==> src/sv/orc_pkg.sv <==
// Shared types, codes and constants of the order risk check and lifecycle block.
package orc_pkg;

  localparam int unsigned OrderSlotsDefault = 256;
  localparam logic [13:0] BpsScale = 14'd10000;

  localparam int unsigned CfgIdxW = 3;
  localparam int unsigned CfgDataW = 64;

  typedef enum logic [CfgIdxW-1:0] {
    CFG_MAX_QTY      = 3'd0,
    CFG_MAX_NOTIONAL = 3'd1,
    CFG_MAX_POS      = 3'd2,
    CFG_FAT_BPS      = 3'd3,
    CFG_REF_PRICE    = 3'd4
  } cfg_idx_e;

  typedef enum logic [2:0] {
    ST_PENDING  = 3'd0,
    ST_ACKED    = 3'd1,
    ST_PARTIAL  = 3'd2,
    ST_FILLED   = 3'd3,
    ST_CANCELED = 3'd4,
    ST_REJECTED = 3'd5
  } ord_status_e;

  typedef enum logic [2:0] {
    RJ_NONE     = 3'd0,
    RJ_ZERO_QTY = 3'd1,
    RJ_QTY      = 3'd2,
    RJ_NOTIONAL = 3'd3,
    RJ_POSITION = 3'd4,
    RJ_BAD_REF  = 3'd5,
    RJ_FAT      = 3'd6,
    RJ_EXCHANGE = 3'd7
  } reject_e;

  typedef enum logic [2:0] {
    ER_OK        = 3'd0,
    ER_UNKNOWN   = 3'd1,
    ER_TERMINAL  = 3'd2,
    ER_WRONG     = 3'd3,
    ER_ZERO_FILL = 3'd4,
    ER_OVERFILL  = 3'd5,
    ER_FULL      = 3'd6
  } err_e;

  typedef enum logic [2:0] {
    EV_ACK     = 3'd0,
    EV_PARTIAL = 3'd1,
    EV_FILL    = 3'd2,
    EV_CANCEL  = 3'd3,
    EV_REJECT  = 3'd4
  } event_e;

  localparam logic CMD_SUBMIT = 1'b0;

  typedef struct packed {
    logic [0:0]  command;
    logic [0:0]  side;
    logic [31:0] price;
    logic [31:0] quantity;
    logic [7:0]  order_index;
    logic [2:0]  event_kind;
    logic [31:0] fill_quantity;
  } in_item_t;

  typedef struct packed {
    logic [7:0]         slot;
    logic [2:0]         order_status;
    logic [2:0]         reject_code;
    logic [2:0]         error_code;
    logic [31:0]        filled_total;
    logic signed [47:0] net_position;
  } out_item_t;

  // Controller to datapath.
  typedef struct packed {
    logic capture;  // register input item, start table read
    logic commit;   // decide, write back, load result
  } dp_cmd_t;

endpackage

==> src/sv/orc_ctrl.sv <==
// Controller: sequences capture and commit of one item and holds the result.
module orc_ctrl
  import orc_pkg::*;
(
  input  logic    clk_i,
  input  logic    rst_ni,
  input  logic    in_valid_i,
  output logic    in_ready_o,
  output logic    out_valid_o,
  input  logic    out_ready_i,
  output dp_cmd_t cmd_o
);

  typedef enum logic [1:0] {
    S_IDLE = 2'b01,
    S_EXEC = 2'b10
  } state_e;

  state_e state_q, state_d;
  logic   out_valid_q, out_valid_d;
  logic   free;

  // The result register may be refilled once its current content transfers.
  assign free        = !out_valid_q || out_ready_i;
  assign in_ready_o  = (state_q == S_IDLE);
  assign out_valid_o = out_valid_q;

  always_comb begin
    state_d       = state_q;
    out_valid_d   = out_valid_q && !out_ready_i;
    cmd_o.capture = 1'b0;
    cmd_o.commit  = 1'b0;
    unique case (state_q)
      S_IDLE: begin
        if (in_valid_i) begin
          cmd_o.capture = 1'b1;
          state_d       = S_EXEC;
        end
      end
      S_EXEC: begin
        if (free) begin
          cmd_o.commit = 1'b1;
          out_valid_d  = 1'b1;
          state_d      = S_IDLE;
        end
      end
      default: state_d = S_IDLE;
    endcase
  end

  always_ff @(posedge clk_i or negedge rst_ni) begin
    if (!rst_ni) begin
      state_q     <= S_IDLE;
      out_valid_q <= 1'b0;
    end else begin
      state_q     <= state_d;
      out_valid_q <= out_valid_d;
    end
  end

endmodule

==> config.mk <==
export PLATFORM = sky130hd
export DESIGN_NAME = orc_ctrl
export DESIGN_NICKNAME = d
export VERILOG_FILES = /design/src/sv/orc_pkg.sv /design/src/sv/orc_ctrl.sv
export SDC_FILE = /design/constraint.sdc
export NUM_CORES = 1
export LEC_CHECK = 0
export BUFFER_PORTS_ARGS = -buffer_cell sky130_fd_sc_hd__clkbuf_2
export CORE_AREA = 2 2 39 41
export CTS_BUF_LIST = sky130_fd_sc_hd__clkbuf_2 sky130_fd_sc_hd__clkbuf_4 sky130_fd_sc_hd__clkbuf_8
export DETAILED_ROUTE_END_ITERATION = 16
export DIE_AREA = 0 0 41 43
export PLACE_DENSITY_LB_ADDON = 0.3
export SETUP_SLACK_MARGIN = 0.05
export SLEW_MARGIN = 25
export SYNTH_ARGS = -nofsm -noshare
export SYNTH_HDL_FRONTEND = slang
export SYNTH_SLANG_ARGS = --single-unit
==> constraint.sdc <==
create_clock -name clk_i -period 1.3 [get_ports clk_i]
set_clock_uncertainty 0.15 [all_clocks]
set_input_delay 0.195 -clock clk_i [delete_from_list [all_inputs] [get_ports clk_i]]
set_output_delay 0.195 -clock clk_i [all_outputs]
set_load 0.03 [all_outputs]
==> run metrics <==
outcome=finished with violations; failing checks=setup timing; Critical Path Max Stage Delay=0.53 ns; max-slew violations=0; initial antenna violation count=0; CTS tree=done; Fin Setup TNS=-0.390 ns; global route overflow=0; Die Footprint=1760 um2; worst hold endpoint=out_valid_o; area growth from synthesis to layout=136%; crit path kind=reg -> out; Area contributors post-synth=dfrtp_1, dfstp_2, nand2b_1; Pwr Total=0.435 mW; routability cong.=0.521; synthesized instance count=11; reg2reg setup slack=-0.02 ns; highest clock rate=693 MHz; final wirelength=382 um; FF+latch count, synth=3; CTS HTree Levels=1; startpoint class of the critical path=flop; Num CTS Buffers=3; Crit path required time=0.95 ns; r2r endpoint=state_q[1]; Setup Viol. Count Final=5; Fin. Hold Viols=0; GR Util met1=5.48%; Initial Utilization=9.49%; hold-critical path depth=3; WL per Instance=8.88 um; Final ANT Viol Nets=0; worst reg-to-reg path cell count=4; Max rail drop VDD=0.250 mV; commonest non-fill, non-tap cells in the layout=clkbuf_4, clkbuf_2, buf_4; GR peak layer=met4; n_diodes=0; worst reg2reg path startpoint=state_q[1]; clk_lat worst skew=0.23 ns; Tot GR Track Use=5.03%; core area=1380 um2; Row Count=14; final critical-path required period=1.44 ns; TritonRoute pass-1 iters=1; kind of cell adding the most delay to the critical path=flip-flops; DR DRC count=0; crit path capture type=output port; via count=134; Synth Cell Area=131 um2; Total Nets Final=32; top-level I/O count=8; max cap viols=0; Final Cycle Share=111%; DR iter-0 viols=0; Worst slew margin=88.8%; syn_nets=15; Synth area leader=dfrtp_1; leak pwr=0.161 nW; Worst Hold Class=in -> reg; RSZ-0062 raised after global routing=yes; worst hold start=out_ready_i; fillers=156; Synth Warn #=0; count of cell types in the netlist=8; IO buf count=7; Worst Max-Slew Pin Slew=0.169 ns; Longest Clk Path Bufs=2; sequential fraction of the synthesis area=58.1%; vias per inst=3.12; root buffer cell=clkbuf_4; Die H=43 um; Global Route met3 Usage=3.14%; top cell type's share of synthesized area=38.1%; Pwr Density=1400 nW/um2; average cell area after synthesis=11.9 um2; critical-path cell list=and3b_2 -> buf_8; first-pass GRT wire length=510 um; number of global-route vias before repair=142; Die W=41 um; Clock transition at path regs=0.04 ns; worst-path fanout max=3; pre-CTS setup slack=0.0360 ns; final setup margin=-0.143 ns; slowest CP cell=dfstp_2; proportion of layout cells with a drive suffix above 1=77.8%; maximum number of pins on one net before global-route repair=5; WP buf/inv=1; met2 Resource Use GR=5.63%; Crit path arrival time=1.10 ns; CTS sink count=3
==> cell usage after synthesis (all sizes together) <==
master,number
o21ba,1
nor2b,2
o21bai,1
nand2,1
dfrtp,2
nand2b,2
and3b,1
dfstp,1
==> power breakdown <==
group / total [mW] / internal, mW / switching, mW
clock: 0.184 / 0.136 / 0.0486
combinational: 0.133 / 0.0736 / 0.0591
sequential: 0.118 / 0.108 / 0.00971
==> layout make-up <==
class | instances | area, um2 | share of cell area, %
clock buffers | 4 | 30.0 | 9.68
multi-input cells | 8 | 80.1 | 25.8
flip-flops and latches | 3 | 76.3 | 24.6
well taps | 16 | 20.0 | 6.45
repair buffers | 12 | 104 | 33.5
==> how the worst max path moves through the flow <==
stage	depth (start not counted)	to	startpoint
after floorplan	2	cmd_o[0]	out_valid_o
after global placement	2	cmd_o[1]	state_q[0]
after detailed placement	2	cmd_o[1]	state_q[0]
after CTS	2	cmd_o[1]	state_q[0]
after global routing	2	cmd_o[1]	state_q[0]
final	2	cmd_o[1]	state_q[0]
==> kinds of logic (layout without fill, tap and decap cells) <==
family	after synthesis	count (layout)	synth area share (%)
compound gates	2	2	13.3
flops	3	3	58.1
simple gates	6	6	28.6
buf+inv	0	16	0
==> state kept, by name, summed over array words and instances, names as in the netlist <==
register and flops:
state_q 2, out_valid_o 1
==> worst min-delay path, stage by stage <==
cell,delay (ns)
clkbuf_2,0.07
nand2b_1,0.14
nand2_1,0.06
==> per-layer routing <==
layer | part of all wire, % | up-vias
met1 | 42 | 59
met2 | 45 | 8
met4 | 0 | 0
met5 | 0 | -
li1 | - | 67
met3 | 13 | 0
==> metrics by stage <==
| step | std cells | hold slack [ns] | instance area [um2] | util [%] |
|---|---|---|---|---|
| 6_report | 43 | 0.122 | 310 | 22.4 |
| 5_1_grt | 43 | 0.159 | 310 | 22.4 |
| 4_1_cts | 41 | 0.138 | 287 | 20.7 |
| 3_5_place_dp | 35 | -0.154 | 205 | 14.8 |
| 3_3_place_gp | 35 | -0.155 | 205 | 14.8 |
| 2_1_floorplan | 11 | -0.251 | 143 | - |
==> timing repair <==
item / CTS / global route
setup endpoints to repair: 3 / 3
hold buffers: 1 / 0
endpoints found under the hold margin: 3 / 0
pin swaps: 1 / 1
resized for setup: 7 / 3
setup buffers: 1 / 2
No activity file was read; power rests on OpenSTA's default activity.
